<file path="src/hdl/assert_macros.svh">
// ---------------------------------------------------------------------------
// Assertion macros
// Implication checks, same cycle and next cycle; empty under synthesis.
// ---------------------------------------------------------------------------
`ifndef ASSERT_MACROS_SVH
`define ASSERT_MACROS_SVH
`ifndef SYNTHESIS
`define DPE_ASSERT_IMPL(label, clk, rst, ante, cons) \
   label: assert property (@(posedge clk) disable iff (rst) (ante) |-> (cons)) \
      else $error("assertion failed: same-cycle implication");
`define DPE_ASSERT_NEXT(label, clk, rst, ante, cons) \
   label: assert property (@(posedge clk) disable iff (rst) (ante) |=> (cons)) \
      else $error("assertion failed: next-cycle implication");
`else
`define DPE_ASSERT_IMPL(label, clk, rst, ante, cons)
`define DPE_ASSERT_NEXT(label, clk, rst, ante, cons)
`endif
`endif

</file>
<file path="src/hdl/dpe_pkg.sv">
// ---------------------------------------------------------------------------
// DPCM pixel encoder package
// Widths, register indexes, codes and inter-module structs.
// ---------------------------------------------------------------------------
package dpe_pkg;

   localparam int MAX_WIDTH_DEFAULT = 1024;

   localparam int PIX_W      = 8;
   localparam int LW_W       = 11;
   localparam int MODE_W     = 2;
   localparam int STEP_W     = 7;
   localparam int CSR_IDX_W  = 2;
   localparam int CSR_DATA_W = 11;
   localparam int VAL_W      = 10;
   localparam int CODE_OUT_W = 10;
   localparam int ARITH_W    = 12;
   localparam int DIV_W      = ARITH_W;
   localparam int DIVISOR_W  = STEP_W + 1;
   localparam int DIV_STEPS  = DIV_W / 2;

   localparam logic [LW_W-1:0]         LINE_WIDTH_RESET = 11'd1024;
   localparam logic [STEP_W-1:0]       QUANT_STEP_RESET = 7'd1;
   localparam logic signed [VAL_W-1:0] BORDER_VALUE     = 10'sd128;
   localparam logic [CODE_OUT_W-1:0]   CODE_OFFSET      = 10'd128;

   localparam logic [CSR_IDX_W-1:0] CSR_LINE_WIDTH = 2'd0;
   localparam logic [CSR_IDX_W-1:0] CSR_PRED_MODE  = 2'd1;
   localparam logic [CSR_IDX_W-1:0] CSR_QUANT_STEP = 2'd2;

   typedef enum logic [MODE_W-1:0] {
      PRED_LEFT,
      PRED_AVERAGE,
      PRED_ADAPTIVE,
      PRED_COMPETITIVE
   } pred_mode_type;

   typedef enum logic [2:0] {
      S_IDLE,
      S_READ,
      S_DIV,
      S_RECON,
      S_WRITE
   } enc_state_type;

   typedef struct packed {
      logic signed [VAL_W-1:0] pred;
      logic signed [VAL_W-1:0] above;
      pred_mode_type           sel;
   } pred_result_type;

   typedef struct packed {
      logic                 start;
      logic [DIV_W-1:0]     dividend;
      logic [DIVISOR_W-1:0] divisor;
   } div_req_type;

   typedef struct packed {
      logic             done;
      logic [DIV_W-1:0] quotient;
      logic             rem_nonzero;
   } div_rsp_type;

endpackage

</file>
<file path="src/hdl/dpe_predictor.sv">
// ---------------------------------------------------------------------------
// Predictor
// Border substitution, left/average/adaptive predictors and per-pixel choice.
// ---------------------------------------------------------------------------
module dpe_predictor (
   input  logic [dpe_pkg::PIX_W-1:0]        pixel,
   input  logic signed [dpe_pkg::VAL_W-1:0] above_raw,
   input  logic signed [dpe_pkg::VAL_W-1:0] upper_left,
   input  logic signed [dpe_pkg::VAL_W-1:0] left,
   input  logic                             first_row,
   input  logic                             col_zero,
   input  dpe_pkg::pred_mode_type           mode,
   output dpe_pkg::pred_result_type         result
);

   localparam int AW = dpe_pkg::ARITH_W;
   localparam int VW = dpe_pkg::VAL_W;

   logic signed [VW-1:0] a_v, b_v, c_v;
   logic signed [AW-1:0] a, b, c, x, sum_ac, p_avg, p_ada;
   logic signed [AW-1:0] dist_l, dist_v, dist_d;
   dpe_pkg::pred_mode_type sel;

   function automatic logic signed [AW-1:0] abs_diff(input logic signed [AW-1:0] p,
                                                      input logic signed [AW-1:0] q);
      return (p > q) ? p - q : q - p;
   endfunction

   always_comb begin
      a_v = first_row ? dpe_pkg::BORDER_VALUE : above_raw;
      b_v = (first_row || col_zero) ? dpe_pkg::BORDER_VALUE : upper_left;
      c_v = col_zero ? dpe_pkg::BORDER_VALUE : left;
      a = AW'(a_v);
      b = AW'(b_v);
      c = AW'(c_v);
      x = $signed({{(AW - dpe_pkg::PIX_W){1'b0}}, pixel});

      // floor half of the sum, exact for negative sums too
      sum_ac = a + c;
      p_avg  = (first_row && col_zero) ? AW'(dpe_pkg::BORDER_VALUE) : (sum_ac >>> 1);
      p_ada  = (abs_diff(c, b) < abs_diff(a, b)) ? a : b;

      dist_l = abs_diff(x, c);
      dist_v = abs_diff(x, p_avg);
      dist_d = abs_diff(x, p_ada);

      case (mode)
         dpe_pkg::PRED_LEFT:     sel = dpe_pkg::PRED_LEFT;
         dpe_pkg::PRED_AVERAGE:  sel = dpe_pkg::PRED_AVERAGE;
         dpe_pkg::PRED_ADAPTIVE: sel = dpe_pkg::PRED_ADAPTIVE;
         dpe_pkg::PRED_COMPETITIVE: begin
            // left wins only when strictly nearest; a left/average tie goes to average, other ties to adaptive
            if (dist_l < dist_v && dist_l < dist_d) begin
               sel = dpe_pkg::PRED_LEFT;
            end else if (dist_v < dist_d) begin
               sel = dpe_pkg::PRED_AVERAGE;
            end else begin
               sel = dpe_pkg::PRED_ADAPTIVE;
            end
         end
         default: sel = dpe_pkg::PRED_LEFT;
      endcase

      case (sel)
         dpe_pkg::PRED_LEFT:    result.pred = c[VW-1:0];
         dpe_pkg::PRED_AVERAGE: result.pred = p_avg[VW-1:0];
         default:               result.pred = p_ada[VW-1:0];
      endcase
      result.above = a_v;
      result.sel   = sel;
   end

endmodule

</file>
<file path="config.mk">
export PLATFORM = sky130hd
export DESIGN_NAME = dpe_predictor
export DESIGN_NICKNAME = d
export VERILOG_FILES = /design/src/hdl/assert_macros.svh /design/src/hdl/dpe_pkg.sv /design/src/hdl/dpe_predictor.sv
export SDC_FILE = /design/constraint.sdc
export NUM_CORES = 1
export LEC_CHECK = 0
export BUFFER_PORTS_ARGS = -buffer_cell sky130_fd_sc_hd__buf_2
export CAP_MARGIN = 30
export CORE_AREA = 2 2 110 112
export DETAILED_ROUTE_END_ITERATION = 16
export DIE_AREA = 0 0 112 114
export GPL_TIMING_DRIVEN = 0
export PLACE_DENSITY = 0.74
export RECOVER_POWER = 100
export SYNTH_ARGS = -nofsm -noshare
export SYNTH_HDL_FRONTEND = slang
export SYNTH_SLANG_ARGS = --single-unit
</file>
<file path="constraint.sdc">
create_clock -name vclk -period 28.6
set_input_delay 5.72 -clock vclk [all_inputs]
set_output_delay 5.72 -clock vclk [all_outputs]
set_load 0.1 [all_outputs]
</file>
==> impl_metrics.json <==
{
  "rows": 40,
  "maxCapViolCount": 0,
  "hold_viol_final": 0,
  "hp-start": "above_raw[0]",
  "antenna_found_initial": 0,
  "pre_cts_slack_ns": 4.20,
  "ys_seq_area_share_pct": 0,
  "dieArea_mm2": 0.0128,
  "yosys.cell_types.count": 72,
  "grt_pass1_wl_mm": 31.0,
  "io_pins": 64,
  "area_delta_synth_final_pct": 7.47,
  "leakage_nw": 3.52,
  "fmax_mhz": 39.7,
  "grt_pass1_vias": 6521,
  "avgRoutedWirePerCell_um": 17.3,
  "seqCellArea_um2": 0,
  "start_util_pct": 53.4,
  "crit_required_ns": 22.88,
  "design.seq.count": 0,
  "startpoint_type": "primary input",
  "synth_most_common_cell": "ha_1",
  "num_antenna_cells": 0,
  "routed_via_density": 5.98,
  "grt_util_all_layers_pct": 29.4,
  "gp_congestion": 0.998,
  "powerDensity_mw_per_mm2": 76.7,
  "crit_slowest_cell": "clkbuf_1",
  "antenna_left": 0,
  "crit_fanout": 10,
  "critPathCaptureType": "output pin",
  "hold_path_class": "primary input to output pin",
  "rsz0062_at_grt": "no",
  "wl_mm": 19.0,
  "synth_top_area_share_pct": 26.4,
  "post-synth-top-area-cell": "ha_1",
  "worstSetupPathType": "primary input to output pin",
  "final.setup.worst_slack_ns": 3.39,
  "grt_max_degree": 11,
  "postCtsSetupBuffers": 0,
  "firstDrtPassIters": 8,
  "fin_setup_tns_ns": 0,
  "die_x_um": 112,
  "grt_remaining_overflow": 0,
  "avgSynthCellArea_um2": 7.05,
  "holdPathStages": 4,
  "ir_drop_uv": 67.2,
  "status": "finished, final reports clean",
  "dp_hpwl_mm": 16.4,
  "fin_crit_ns": 25.21,
  "syn_area_mm2": 0.00625,
  "syn_nets": 1072,
  "die_y_um": 114,
  "synth_cells": 887,
  "crit_top_cell": "nor2_1",
  "yosys_warnings": 0,
  "min_period_over_period_pct": 88.1,
  "slew_headroom_pct": 14.8,
  "slew_violations": 0,
  "drc": 0,
  "cts_resized": 0,
  "holdPathEnd": "result[2]",
  "drt_iter0_markers": 328,
  "yosys-top-cells-area": "ha_1 26%, a21oi_1 6.1%, inv_1 5.9%",
  "final-setup-viol-count": 0,
  "port_buffers": 63,
  "fin_nets": 1137,
  "critPathMaxStageDelay_ns": 0.91,
  "vias": 6560,
  "hold_buffers": 0,
  "holdWs_ns": 12.23,
  "yosys-top-cells-count": "132 x ha_1, 99 x inv_1, 77 x nand2_1",
  "drive_gt1_share_pct": 8.00,
  "coreArea_mm2": 0.0117,
  "clock_buffers": 0,
  "cp.arrival_ns": 19.49,
  "worstMarginPinSlew_ns": 1.27
}
[final cells by class]
| class | instances | area, um2 |
|---|---|---|
| Tap cell | 147 | 184 |
| Inverter | 100 | 375 |
| Buffer | 25 | 108 |
| Timing Repair Buffer | 63 | 290 |
| Multi-Input combinational cell | 762 | 5760 |
| Fill cell | 1219 | 4990 |
[stage by stage]
step | power (W) | instance area, um2 | utilization (%) | instances
after CTS | 0.000514 | 6750 | 57.6 | 1097
after global placement | 0.000504 | 6750 | 57.6 | 1097
after floorplan | 0.000407 | 6250 | - | 887
after global routing | 0.000566 | 6720 | 57.4 | 1097
final | 0.000515 | 6720 | 57.4 | 1097
after detailed placement | 0.000511 | 6750 | 57.6 | 1097
[worst max path at each step]
stage,cells past startpoint,from,slack [ns],to
2_1_floorplan,51,first_row,4.16,result[12]
3_3_place_gp,53,first_row,4.25,result[17]
3_5_place_dp,53,col_zero,4.20,result[17]
4_1_cts,53,col_zero,4.15,result[17]
5_1_grt,53,first_row,2.33,result[17]
6_report,53,first_row,3.39,result[17]
[power breakdown]
group / internal, W / total (W) / switching, W
logic: 0.000176 / 0.000515 / 0.000340
clock network: 0 / 0 / 0
registers: 0 / 0 / 0
[cells by family after synthesis]
| family | count (synthesis) | share of synthesized area, % |
|---|---|---|
| and+or+nand+nor | 274 | 22.4 |
| AOI/OAI and AO/OA | 266 | 27.8 |
| adders and majority gates | 146 | 30.5 |
| buffers and inverters | 125 | 7.73 |
| xor gates and xnor gates | 41 | 5.75 |
| muxes | 35 | 5.77 |
[cells in the final DEF, fill, tap and decap left out, types with 3 or more instances in the layout]
cell type    n
a211oi_1     8
a21boi_0     6
a21o_1      38
a21oi_1     76
a221o_1      3
a221oi_1    12
a31oi_1     10
and2_1      10
and3_1      10
and4_1       5
buf_2       45
clkbuf_1    41
fa_1        11
ha_1       132
inv_1       99
mux2_2       8
mux2i_1     27
nand2_1     77
nand2b_1    30
nand3_1     11
nand4_1      5
nor2_1      54
nor2b_1     25
nor3_1      21
o211ai_1     4
o21a_1       7
o21ai_0     53
o21ai_1      3
o21bai_1     9
o22a_1       5
o22ai_1      4
or2_2        6
or3_1        9
xnor2_1     28
xor2_1      13
[worst max-delay path, delay by kind of cell]
family | cells | cell delay, ns
and+or+nand+nor | 15 | 3.28
buffers and inverters | 9 | 2.85
adders and majority gates | 4 | 1.27
muxes | 1 | 0.38
AOI/OAI and AO/OA | 24 | 5.96
[metal layers]
metal  share of wire, %  vias up  GRT usage, %
met5                  0        -             0
met4                3.0        0          8.86
met3                4.3       35         0.638
met2                 50      188          55.9
met1                 43     3062          36.4
li1                   -     3275             -
Power figures use the tool's default switching activity.
