===== config.mk =====
export PLATFORM = sky130hd
export DESIGN_NAME = dpe_divider
export DESIGN_NICKNAME = d
export VERILOG_FILES = /design/src/hdl/assert_macros.svh /design/src/hdl/dpe_pkg.sv /design/src/hdl/dpe_divider.sv
export SDC_FILE = /design/constraint.sdc
export NUM_CORES = 1
export LEC_CHECK = 0
export ABC_AREA = 1
export BUFFER_PORTS_ARGS = -buffer_cell sky130_fd_sc_hd__buf_2
export CAP_MARGIN = 5
export CORE_ASPECT_RATIO = 2
export CORE_MARGIN = 5
export CORE_UTILIZATION = 51
export CTS_BUF_LIST = sky130_fd_sc_hd__clkbuf_16
export CTS_CLUSTER_SIZE = 28
export DETAILED_ROUTE_END_ITERATION = 8
export MAX_ROUTING_LAYER = met4
export PLACE_DENSITY = 0.78
export SLEW_MARGIN = 5
export SYNTH_ARGS = -nofsm -noshare
export SYNTH_HDL_FRONTEND = slang
export SYNTH_SLANG_ARGS = --single-unit

===== constraint.sdc =====
create_clock -name clock -period 3 [get_ports clock]
set_input_delay 0.6 -clock clock [delete_from_list [all_inputs] [get_ports clock]]
set_output_delay 0.6 -clock clock [all_outputs]
set_load 0.02 [all_outputs]

===== src/hdl/assert_macros.svh =====
// ---------------------------------------------------------------------------
// Assertion macros
// Implication checks, same cycle and next cycle; empty under synthesis.
// ---------------------------------------------------------------------------
`ifndef ASSERT_MACROS_SVH
`define ASSERT_MACROS_SVH
`ifndef SYNTHESIS
`define DPE_ASSERT_IMPL(label, clk, rst, ante, cons) \
   label: assert property (@(posedge clk) disable iff (rst) (ante) |-> (cons)) \
      else $error("assertion failed: same-cycle implication");
`define DPE_ASSERT_NEXT(label, clk, rst, ante, cons) \
   label: assert property (@(posedge clk) disable iff (rst) (ante) |=> (cons)) \
      else $error("assertion failed: next-cycle implication");
`else
`define DPE_ASSERT_IMPL(label, clk, rst, ante, cons)
`define DPE_ASSERT_NEXT(label, clk, rst, ante, cons)
`endif
`endif


===== src/hdl/dpe_pkg.sv =====
// ---------------------------------------------------------------------------
// DPCM pixel encoder package
// Widths, register indexes, codes and inter-module structs.
// ---------------------------------------------------------------------------
package dpe_pkg;

   localparam int MAX_WIDTH_DEFAULT = 1024;

   localparam int PIX_W      = 8;
   localparam int LW_W       = 11;
   localparam int MODE_W     = 2;
   localparam int STEP_W     = 7;
   localparam int CSR_IDX_W  = 2;
   localparam int CSR_DATA_W = 11;
   localparam int VAL_W      = 10;
   localparam int CODE_OUT_W = 10;
   localparam int ARITH_W    = 12;
   localparam int DIV_W      = ARITH_W;
   localparam int DIVISOR_W  = STEP_W + 1;
   localparam int DIV_STEPS  = DIV_W / 2;

   localparam logic [LW_W-1:0]         LINE_WIDTH_RESET = 11'd1024;
   localparam logic [STEP_W-1:0]       QUANT_STEP_RESET = 7'd1;
   localparam logic signed [VAL_W-1:0] BORDER_VALUE     = 10'sd128;
   localparam logic [CODE_OUT_W-1:0]   CODE_OFFSET      = 10'd128;

   localparam logic [CSR_IDX_W-1:0] CSR_LINE_WIDTH = 2'd0;
   localparam logic [CSR_IDX_W-1:0] CSR_PRED_MODE  = 2'd1;
   localparam logic [CSR_IDX_W-1:0] CSR_QUANT_STEP = 2'd2;

   typedef enum logic [MODE_W-1:0] {
      PRED_LEFT,
      PRED_AVERAGE,
      PRED_ADAPTIVE,
      PRED_COMPETITIVE
   } pred_mode_type;

   typedef enum logic [2:0] {
      S_IDLE,
      S_READ,
      S_DIV,
      S_RECON,
      S_WRITE
   } enc_state_type;

   typedef struct packed {
      logic signed [VAL_W-1:0] pred;
      logic signed [VAL_W-1:0] above;
      pred_mode_type           sel;
   } pred_result_type;

   typedef struct packed {
      logic                 start;
      logic [DIV_W-1:0]     dividend;
      logic [DIVISOR_W-1:0] divisor;
   } div_req_type;

   typedef struct packed {
      logic             done;
      logic [DIV_W-1:0] quotient;
      logic             rem_nonzero;
   } div_rsp_type;

endpackage


===== src/hdl/dpe_divider.sv =====
// ---------------------------------------------------------------------------
// Iterative divider
// Unsigned restoring division, two quotient bits per cycle.
// ---------------------------------------------------------------------------
module dpe_divider (
   input  logic                 clock,
   input  logic                 reset,
   input  dpe_pkg::div_req_type req,
   output dpe_pkg::div_rsp_type rsp
);

   localparam int DW    = dpe_pkg::DIV_W;
   localparam int VW    = dpe_pkg::DIVISOR_W;
   localparam int STEPS = dpe_pkg::DIV_STEPS;
   localparam int CNT_W = (STEPS > 1) ? $clog2(STEPS) : 1;
   localparam logic [CNT_W-1:0] CNT_LAST = CNT_W'(STEPS - 1);

   logic [DW-1:0]    acc_ff, acc_in;
   logic [VW-1:0]    rem_ff, rem_in;
   logic [VW-1:0]    dvs_ff;
   logic [CNT_W-1:0] cnt_ff;
   logic             busy_ff;
   logic             done_ff;
   logic [VW:0]      trial;

   // acc shifts the dividend out at the top and the quotient in at the bottom
   always_comb begin
      acc_in = acc_ff;
      rem_in = rem_ff;
      trial  = '0;
      for (int i = 0; i < 2; i++) begin
         trial  = {rem_in, acc_in[DW-1]};
         acc_in = {acc_in[DW-2:0], 1'b0};
         if (trial >= {1'b0, dvs_ff}) begin
            trial     = trial - {1'b0, dvs_ff};
            acc_in[0] = 1'b1;
         end
         rem_in = trial[VW-1:0];
      end
   end

   always_ff @(posedge clock) begin
      if (reset) begin
         busy_ff <= 1'b0;
         done_ff <= 1'b0;
         cnt_ff  <= '0;
      end else begin
         done_ff <= 1'b0;
         if (req.start) begin
            busy_ff <= 1'b1;
            cnt_ff  <= '0;
         end else if (busy_ff) begin
            cnt_ff <= cnt_ff + 1'b1;
            if (cnt_ff == CNT_LAST) begin
               busy_ff <= 1'b0;
               done_ff <= 1'b1;
            end
         end
      end
   end

   always_ff @(posedge clock) begin
      if (req.start) begin
         acc_ff <= req.dividend;
         rem_ff <= '0;
         dvs_ff <= req.divisor;
      end else if (busy_ff) begin
         acc_ff <= acc_in;
         rem_ff <= rem_in;
      end
   end

   assign rsp.done        = done_ff;
   assign rsp.quotient    = acc_ff;
   assign rsp.rem_nonzero = |rem_ff;

endmodule


==> results of run 1 <==
## critical path, delay by kind of cell, from the launching register on
| family | cells | cell delay [ns] |
|---|---|---|
| buffers and inverters | 5 | 0.38 |
| AND/OR/NAND/NOR | 9 | 0.78 |
| AO/OA/AOI/OAI | 2 | 0.35 |
| adder cells (fa/ha/maj) | 3 | 0.76 |
| flip-flops | 1 | 0.40 |
| XOR/XNOR | 1 | 0.21 |
## cells in the final DEF (no fill, tap or decap), drive strengths merged
cell type,synthesis,layout
or2,3,3
ha,18,18
a211oi,1,1
nor3,2,2
nand4,11,11
nor4,2,2
a21o,1,1
nand3b,6,6
bufinv,0,1
xor2,5,5
fa,2,2
xnor2,5,5
a21oi,9,9
dfxtp,13,13
nand3,23,24
a31oi,2,2
clkinvlp,0,1
buf,1,69
nor2,15,16
edfxtp,20,20
nor3b,1,1
inv,41,41
o21bai,1,1
clkbuf,3,5
clkinv,1,2
nand2,118,118
## cell families (layout without fill, tap and decap cells)
group	Yosys count	count (layout)
AO/OA/AOI/OAI	14	14
XOR/XNOR	10	10
adder cells (fa/ha/maj)	20	20
buffers and inverters	46	119
flip-flops	33	33
AND/OR/NAND/NOR	181	183
## state kept, by name (all words and copies together), names as in the netlist
register,count
busy_ff,1
dvs_ff,8
rem_ff,8
done_ff,1
cnt_ff,3
acc_ff,12
## power by group through the flow
stage          sequential, mW  combinational, mW  clock [mW]
6_report                0.636               2.51       0.587
3_3_place_gp            0.622               1.98           0
3_5_place_dp            0.623               2.02           0
2_1_floorplan           0.650               1.38           0
4_1_cts                 0.628               2.17       0.589
5_1_grt                 0.642               2.70       0.617
## cells in the mapped netlist (3+ instances only)
cell type	number	area, um^2
ha_1	18	225
edfxtp_1	20	601
dfxtp_1	13	260
nand3b_1	6	45.0
nor2_1	13	48.8
inv_1	40	150
xnor2_1	5	43.8
nand3_4	3	52.6
a21oi_1	8	40.0
nand2_1	116	435
nand4_1	11	68.8
nand3_1	19	95.1
clkbuf_1	3	11.3
xor2_1	5	43.8
## cell type report
class	count	area [um^2]	area share (%)
well taps	55	68.8	2.11
multi-input cells	227	1570	48.0
inverters	42	160	4.91
clock buffers	5	125	3.84
clock inverters	3	46.3	1.42
repair buffers	69	432	13.2
flip-flops and latches	33	862	26.4
## per-layer routing
| layer | track usage, % | up-vias | part of all wire [%] |
|---|---|---|---|
| met5 | - | - | 0 |
| met1 | 22.7 | 1127 | 36 |
| met3 | 3.06 | 26 | 3.8 |
| met4 | 11.1 | 0 | 3.4 |
| li1 | - | 1136 | - |
| met2 | 40.0 | 75 | 57 |
## path summary, 6_finish.rpt
check	start	to	slack (ns)	cells past startpoint
max	acc_ff[11]	rem_ff[6]	-0.002	20
min	cnt_ff[2]	done_ff	0.49	2
max reg2reg	acc_ff[11]	rem_ff[6]	-0.002	20
min reg2reg	cnt_ff[2]	done_ff	0.49	2
## repair_timing
action                     4_1_cts  5_1_grt
pin swaps                        5       32
gates cloned                     2        0
setup endpoints to repair        9        9
setup buffers                    2       11
gates resized for setup         12       44
==> summary.md, run 1 <==
| Metric | Value |
|---|---|
| WP data required | `3.17 ns` |
| Power Total | `3.73 mW` |
| Failing checks | `negative setup slack` |
| Layout cells sized above 1 | `37.7%` |
| Synth async-reset ratio | `0%` |
| Library cells used by synthesis | `34` |
| P&R area growth vs syn | `39.3%` |
| Number of flops mapped to enable cells by yosys | `20` |
| Post-synthesis compound-gate area fraction | `3.90%` |
| CP endpoint kind | `flop` |
| Die Footprint | `6120 um^2` |
| Syn Nets | `~350` |
| Worst-path fanout max | `8` |
| WL/cell | `16.1 um` |
| Clock share of power | `15.7%` |
| Critical path type | `flop to flop` |
| Final Core Density | `72.3%` |
| Final WL | `6970 um` |
| Gate count of the mapped netlist | `roughly 300` |
| Fmax | `333 MHz` |
| Final setup viols | `1` |
| Post-synthesis mux area share | `0%` |
| Hold WC Path Type | `flop to flop` |
| Area of placed instances | `2750 um^2` |
| Slew @ Worst Pin | `around 0.54 ns` |
| Clock latency on the worst-skew pair | `0.28 ns` |
| Post-DP HPWL | `4750 um` |
| CP startpoint kind | `flop` |
| Ys flop type | `edfxtp_1` |
| Post-route DRC | `0` |
| Register area share after synthesis | `36.8%` |
| Cell Pwr Density | `1150 nW/um^2` |
| Status | `finished, violations left` |
| CORE AREA | `4510 um^2` |
| Final TNS setup | `-0.00189 ns` |
| Xor and xnor area share after synthesis | `3.74%` |
| GRT Util Overall | `22.3%` |
| Drt first pass iters | `5` |
| Syn Area/Cell | `7.70 um^2` |
| CTS tree | `built` |
| Mapped cell area | `roughly 2300 um^2` |
| Worst-path clk slew | `0.06 ns` |
| FF+latch count, synth | `33` |
| Post-synthesis simple-gate area fraction | `36.7%` |
| Hold Buf Count CTS | `0` |
| Crit path arrival time | `between 3 and 4 ns` |
| Non-Filler Instances | `434` |
| Yosys warns | `0` |
| Diodes inserted | `0` |
| Crit path max-delay cell type | `fa_2` |
| Place WS | `-0.126 ns` |
| Placed cells | `411` |
| Tcrit/Tclk final | `100%` |
| IO buf count | `36` |
| Comb pwr share | `between 60% and 70%` |
| Max Cap Violations | `0` |
| Fillers | `between 300 and 400` |
| CP peak stage delay | `0.42 ns` |
| H-tree depth | `2` |
| Fin. Hold Viols | `0` |
| Vias/cell | `roughly 5.4` |
| Pin count of the biggest net entering global routing | `24` |
| Final Max Tran Viols | `0` |
| Max VDD drop | `0.968 mV` |
| Slew margin rel. | `63.7%` |
| Post-route ant nets | `0` |
| Congestion Overflow GR | `0` |
| Die H | `106 um` |
| Ports | `37` |
| Placer congestion estimate | `1.01` |
| Post-layout nets | `421` |
| Switch Pwr | `1.67 mW` |
| WHS | `0.492 ns` |
| Unrepaired setup endpoints after global routing | `true` |
| Post-route setup slack | `-0.00189 ns` |
| Leak | `1.63 nW` |
| CTS sink cnt | `33` |
| Sw Ratio | `approximately 45%` |
| Vias in the first global route | `2,341` |
| Post-route cell area | `between 3000 and 4000 um^2` |
| Global-route wire length before repair | `roughly 10,000 um` |
| Crit-path cells | `inv_2, ha_4, inv_4, fa_2, nand3_2, nand3_2, xor2_1, nand2_1, nand2_2, inv_2, ha_4, nand2_2, inv_2, a21oi_2, nand2_2, a21oi_4, buf_6, nand4_1, nand3_1, nand2_1` |
| Initial core utilization | `51.9%` |
| Largest family of logic cells by synthesized area | `simple AND/OR/NAND/NOR gates` |
| Adder-Cell Fraction of Synth Area | `11.3%` |
| Pint | `2.06 mW` |
| Min cycle time layout | `3.00 ns` |
| Rows | `35` |
| Initial antenna violation count | `0` |
| Clock root buffer | `clkbuf_16` |
| CTS Buf Count | `5` |
| Seq pwr share | `between 10% and 20%` |
| Max clock buf depth | `2` |
| Clock skew | `0.00553 ns` |
| Drt first-iter violations | `around 140` |
| Vias | `between 2,000 and 2,500` |
| Die outline width | `57.9 um` |
Note: power is estimated with default switching activity, not from simulation.
==> run 2: changes to the inputs <==
--- a/config.mk
+++ b/config.mk
@@ -10,12 +10,12 @@
 export CAP_MARGIN = 5
 export CORE_ASPECT_RATIO = 2
 export CORE_MARGIN = 5
-export CORE_UTILIZATION = 51
+export CORE_UTILIZATION = 61
 export CTS_BUF_LIST = sky130_fd_sc_hd__clkbuf_16
 export CTS_CLUSTER_SIZE = 28
 export DETAILED_ROUTE_END_ITERATION = 8
 export MAX_ROUTING_LAYER = met4
-export PLACE_DENSITY = 0.78
+export PLACE_DENSITY = 0.87
 export SLEW_MARGIN = 5
 export SYNTH_ARGS = -nofsm -noshare
 export SYNTH_HDL_FRONTEND = slang
==> constraint.sdc (replaced) <==
create_clock -name clock -period 3.7 [get_ports clock]
set_input_delay 0.74 -clock clock [delete_from_list [all_inputs] [get_ports clock]]
set_output_delay 0.74 -clock clock [all_outputs]
set_load 0.02 [all_outputs]
==> run 2 against run 1 <==
Non-clock buffer count down 32. Hold slack about the same. Sequential cell count unchanged. Via count down 6.7%. Final cell count down 8.8%. The flow now finishes without violations. First-iteration DRC count down 58%. Wire length down 13%. Largest power group unchanged. Largest cell class unchanged. Critical path depth down 1. Count of clock-buffer cells in the layout unchanged.
==> summary.md, run 2 (synthesized netlist as in run 1, its figures left out) <==
| Metric | Value |
|---|---|
| GRT Util Overall | `a little over a quarter` |
| Drt first pass iters | `4` |
| Post-layout nets | `387` |
| Diodes inserted | `0` |
| Leak | `1.45 nW` |
| Hold WC Path Type | `flop to flop` |
| Hold Buf Count CTS | `0` |
| Layout cells sized above 1 | `roughly 17%` |
| Crit path arrival time | `about 3.5 ns` |
| Power Total | `2.38 mW` |
| Fin. Hold Viols | `0` |
| Die H | `97.6 um` |
| Worst-path fanout max | `10` |
| Slew @ Worst Pin | `around 0.55 ns` |
| H-tree depth | `2` |
| Post-cts gate resize count | `0` |
| Vias | `2,206` |
| Initial antenna violation count | `0` |
| Congestion Overflow GR | `0` |
| Final TNS setup | `0 ns` |
| Pin count of the biggest net entering global routing | `24` |
| WP data required | `3.74 ns` |
| Max VDD drop | `around 0.62 mV` |
| CTS Buf Count | `5` |
| Post-route DRC | `0` |
| Worst-path clk slew | `0.05 ns` |
| Setup Fix Bufs, Post-CTS | `0` |
| Most frequent cells in the layout | `nand2_1, inv_1, buf_2` |
| Rows | `32` |
| Vias/cell | `5.57` |
| CP startpoint kind | `flop` |
| Placer congestion estimate | `0.968` |
| Final WL | `6040 um` |
| Fmax | `294 MHz` |
| CORE AREA | `3800 um^2` |
| Post-DP HPWL | `4780 um` |
| Ports | `37` |
| Cell Pwr Density | `between 800 and 900 nW/um^2` |
| CTS tree | `built` |
| Global-route wire length before repair | `roughly 9900 um` |
| P&R area growth vs syn | `16.0%` |
| Slew margin rel. | `62.9%` |
| Number of flip-flops in the largest register | `12` |
| Commonest non-fill, non-tap cell in the layout | `nand2_1` |
| IO buf count | `36` |
| Vias in the first global route | `2,229` |
| Critical path type | `flop to flop` |
| Max Cap Violations | `0` |
| CP endpoint kind | `flop` |
| Status | `complete, no violations` |
| Max clock buf depth | `2` |
| Worst reg-to-reg setup slack | `between 0.2 and 0.3 ns` |
| Clock root buffer | `clkbuf_16` |
| CTS sink cnt | `33` |
| Regs by FF count | `acc_ff x12, dvs_ff x8, rem_ff x8` |
| Final Max Tran Viols | `0` |
| Top reg by flops | `acc_ff` |
| Initial core utilization | `61.5%` |
| Die Footprint | `5250 um^2` |
| Clock skew | `approximately 0.0056 ns` |
| Clock latency on the worst-skew pair | `0.28 ns` |
| Unrepaired setup endpoints after global routing | `false` |
| WL/cell | `~15 um` |
| Die outline width | `around 54 um` |
| Min cycle time layout | `3.41 ns` |
| Tcrit/Tclk final | `92.1%` |
| Drt first-iter violations | `59` |
| Post-route ant nets | `0` |
| Final setup viols | `0` |
-- run 2: critical path, cell delays in order, from the launching register on --
cell and delay [ns]:
edfxtp_1 0.35, inv_1 0.19, ha_1 0.33, nand2_1 0.09, nor2_1 0.04, nand2_1 0.08
nor2_2 0.05, nor2_4 0.32, nand3b_1 0.13, nand2_1 0.12, inv_1 0.05, ha_1 0.36
a21oi_1 0.17, nand2_1 0.11, nand2_1 0.08, nand2_1 0.10, a21oi_4 0.28, nand3_4 0.16
nand2_1 0.08, nand2_1 0.05
-- run 2: final timing paths --
kind / start / end / cells past startpoint
max: dvs_ff[1] / acc_ff[0] / 19
min: rem_ff[5] / rem_ff[5] / 2
max reg2reg: dvs_ff[1] / acc_ff[0] / 19
min reg2reg: rem_ff[5] / rem_ff[5] / 2
-- run 2: area by class of cell --
cell class	instances	area, um^2
clock buffers	5	125
clock inverters	3	17.5
fillers	298	1090
inverters	42	158
multi-input cells	225	1300
flip-flops and latches	33	861
well taps	51	63.8
repair buffers	37	188
-- run 2: metrics by stage --
step	worst slack, ns	instances	area (um^2)	util, %	hold WS [ns]
after CTS	0.307	396	2720	71.4	0.488
after detailed placement	0.315	388	2570	67.6	0.478
final	0.293	396	2720	71.4	0.492
after global placement	0.348	388	2570	67.6	0.477
after floorplan	0.651	304	2340	-	0.456
after global routing	0.0279	396	2720	71.4	0.536
-- run 2: where the power goes --
| group | internal [mW] | switching, mW | leakage (nW) |
|---|---|---|---|
| logic | 0.539 | 0.926 | 1.08 |
| clock network | 0.246 | 0.150 | 0.0696 |
| registers | 0.458 | 0.0608 | 0.308 |
-- run 2: routing by layer --
| layer | wire length (um) | share of wire, % | vias up | track usage [%] |
|---|---|---|---|---|
| li1 | - | - | 1067 | - |
| met1 | 1930 | 32 | 1004 | 22.5 |
| met2 | 3400 | 56 | 97 | 46.7 |
| met3 | 258 | 4.3 | 38 | 4.76 |
| met4 | 461 | 7.6 | 0 | 19.5 |
| met5 | 0 | 0 | - | - |
==> run 3: changes to the inputs <==
--- a/config.mk
+++ b/config.mk
@@ -5,7 +5,6 @@
 export SDC_FILE = /design/constraint.sdc
 export NUM_CORES = 1
 export LEC_CHECK = 0
-export ABC_AREA = 1
 export BUFFER_PORTS_ARGS = -buffer_cell sky130_fd_sc_hd__buf_2
 export CAP_MARGIN = 5
 export CORE_ASPECT_RATIO = 2
==> constraint.sdc (replaced) <==
create_clock -name clock -period 3.7 [get_ports clock]
set_input_delay 0.74 -clock clock [delete_from_list [all_inputs] [get_ports clock]]
set_output_delay 0.74 -clock clock [all_outputs]
set_load 0.005 [all_outputs]
==> run 3 against run 2 <==
The flow now finishes with violations (negative setup slack). Power shrank 7.8%. Clock power is essentially flat. Synthesized cell count shrank 29%. Clock skew is essentially flat. Critical path type unchanged.
==> summary.md, run 3 <==
| Metric | Value |
|---|---|
| Vias/cell | `7.00` |
| WP data required | `3.86 ns` |
| Number of flip-flops in the largest register | `12` |
| Area of placed instances | `2580 um^2` |
| Final Max Tran Viols | `0` |
| Hold Buf Count CTS | `0` |
| Worst-path fanout max | `7` |
| Congestion Overflow GR | `0` |
| Vias | `2,339` |
| Post-route DRC | `0` |
| Slew margin rel. | `45.1%` |
| Layout cells sized above 1 | `47.4%` |
| GRT Util Overall | `35.0%` |
| Placer congestion estimate | `0.960` |
| Max Cap Violations | `0` |
| Cell Pwr Density | `710 nW/um^2` |
| P&R area growth vs syn | `39.5%` |
| CTS sink cnt | `33` |
| Critical path type | `flop to flop` |
| Drt first pass iters | `5` |
| Crit path arrival time | `3.98 ns` |
| Slew @ Worst Pin | `0.816 ns` |
| Most numerous cell in the Yosys netlist | `edfxtp_1` |
| Leak | `1.31 nW` |
| Leading area contributor after synthesis | `edfxtp_1` |
| Most frequent cells in the layout | `buf_2, buf_4, edfxtp_1` |
| Regs by FF count | `acc_ff x12, dvs_ff x8, rem_ff x8` |
| Worst-path clk slew | `0.06 ns` |
| Post-route ant nets | `0` |
| Top reg by flops | `acc_ff` |
| Most frequent cells after synthesis | `edfxtp_1, ha_1, inv_1` |
| Gate count of the mapped netlist | `217` |
| Final WL | `9110 um` |
| Clock latency on the worst-skew pair | `0.28 ns` |
| H-tree depth | `2` |
| Post-DP HPWL | `4710 um` |
| Register area share after synthesis | `38.8%` |
| CP endpoint kind | `flop` |
| Power Total | `2.20 mW` |
| Global-route wire length before repair | `12,000 um` |
| Share of Yosys cell area claimed by the top area cell type | `27.1%` |
| Initial core utilization | `62.1%` |
| Worst reg-to-reg setup slack | `-0.12 ns` |
| Post-layout nets | `between 300 and 400` |
| Fin. Hold Viols | `0` |
| Die Footprint | `about 5000 um^2` |
| Final setup viols | `7` |
| Clock skew | `0.00607 ns` |
| Initial antenna violation count | `0` |
| Post-route setup slack | `-0.118 ns` |
| Die outline width | `52.6 um` |
| Die H | `95.2 um` |
| Commonest non-fill, non-tap cell in the layout | `buf_2` |
| Placed cells | `311` |
| Drt first-iter violations | `198` |
| Unrepaired setup endpoints after global routing | `true` |
| Syn Area/Cell | `10.2 um^2` |
| FF+latch count, synth | `33` |
| CP startpoint kind | `flop` |
| Mapped cell area | `~2200 um^2` |
| Tcrit/Tclk final | `103%` |
| CORE AREA | `3570 um^2` |
| Diodes inserted | `0` |
| Rows | `31` |
| Non-Filler Instances | `about 330` |
| Ports | `37` |
| IO buf count | `36` |
| Syn Nets | `260` |
| Pin count of the biggest net entering global routing | `35` |
| Synth async-reset ratio | `0%` |
| Number of flops mapped to enable cells by yosys | `20` |
| Ys flop type | `edfxtp_1` |
| Hold WC Path Type | `flop to flop` |
| Max clock buf depth | `2` |
| CTS Buf Count | `5` |
| Max VDD drop | `a little under 0.6 mV` |
| Min cycle time layout | `roughly 3.8 ns` |
| Fmax | `roughly 260 MHz` |
| Status | `finished, violations left` |
| CTS tree | `built` |
| Post-route cell area | `about 3100 um^2` |
| Yosys warns | `0` |
| Synth area leaders | `edfxtp_1, dfxtp_1, ha_1, mux2_2, inv_1` |
| Library cells used by synthesis | `48` |
| Final Core Density | `86.6%` |
| Failing checks | `negative setup slack` |
| WL/cell | `~27 um` |
| Vias in the first global route | `~2,300` |
| Clock root buffer | `clkbuf_16` |
[run 3: cell count changes in the layout (fill, tap and decap cells not counted), sizes merged, moves of 4 or more]
cell,before,now
nand3,23,9
a311oi,0,4
o21a,0,6
buf,37,68
nand4,11,3
inv,41,17
o21ai,0,9
mux2,0,14
nand2,118,12
nor3,2,9
nand3b,6,0
a21o,1,6
[run 3: final timing paths]
check / from / endpoint / depth (start not counted)
max reg2reg: dvs_ff[7] / rem_ff[6] / 13
max: dvs_ff[7] / rem_ff[6] / 13
min: cnt_ff[2] / done_ff / 2
min reg2reg: cnt_ff[2] / done_ff / 2
[run 3: stage by stage]
| stage | setup WS [ns] | TNS, ns | hold slack [ns] |
|---|---|---|---|
| 6_report | -0.118 | -0.332 | 0.522 |
| 5_1_grt | -0.210 | -1.25 | 0.534 |
| 4_1_cts | 0.00153 | 0 | 0.503 |
| 3_5_place_dp | -0.0381 | -0.0949 | 0.476 |
| 3_3_place_gp | 0.0922 | 0 | 0.468 |
| 2_1_floorplan | 0.0340 | 0 | 0.450 |
[run 3: worst max-delay path, stage by stage, from the launching register on]
cell and delay (ns):
edfxtp_1 0.34, inv_1 0.09, ha_1 0.22, nor4_1 0.46, o21a_1 0.27, a21o_4 0.22
mux2_2 0.40, ha_4 0.26, o21ai_0 0.17, nand2b_1 0.18, a31oi_4 0.23, a21boi_4 0.34
a211oi_1 0.16, a2111oi_2 0.35
[run 3: repair_timing]
item	4_1_cts	5_1_grt
setup endpoints to repair	9	9
gates resized for setup	9	41
buffers inserted	12	4
cloned	0	0
pin swaps	8	15
[run 3: cell type report]
cell class / count / area, um^2
Fill cell: 167 / 478
Sequential cell: 33 / 862
Clock inverter: 3 / 12.5
Inverter: 17 / 63.8
Multi-Input combinational cell: 159 / 1540
Tap cell: 49 / 61.3
Timing Repair Buffer: 68 / 424
Clock buffer: 5 / 125
[run 3: power by group]
| part | leakage (nW) | switching [mW] | internal, mW | total [mW] |
|---|---|---|---|---|
| Clock | 0.0687 | 0.154 | 0.243 | 0.398 |
| Combinational | 0.934 | 0.681 | 0.617 | 1.30 |
| Sequential | 0.307 | 0.0553 | 0.445 | 0.500 |
| Total | 1.31 | 0.891 | 1.31 | 2.20 |
[run 3: layer usage]
metal | share of wire (%) | GRT usage (%) | vias to the layer above | wire length [um]
li1 | - | - | 944 | -
met1 | 31 | 32.2 | 1107 | 2790
met2 | 50 | 60.2 | 201 | 4590
met3 | 8.5 | 7.51 | 87 | 772
met4 | 10 | 26.7 | 0 | 956
met5 | 0 | - | - | 0
[run 3: logic make-up after synthesis]
| kind of cell | Yosys count | share of synthesized area [%] |
|---|---|---|
| and+or+nand+nor | 61 | 13.9 |
| AOI/OAI and AO/OA | 52 | 18.1 |
| DFF | 33 | 38.8 |
| buffers and inverters | 25 | 5.19 |
| adders and majority gates | 20 | 12.0 |
| muxes | 16 | 8.02 |
| xor gates and xnor gates | 10 | 3.95 |
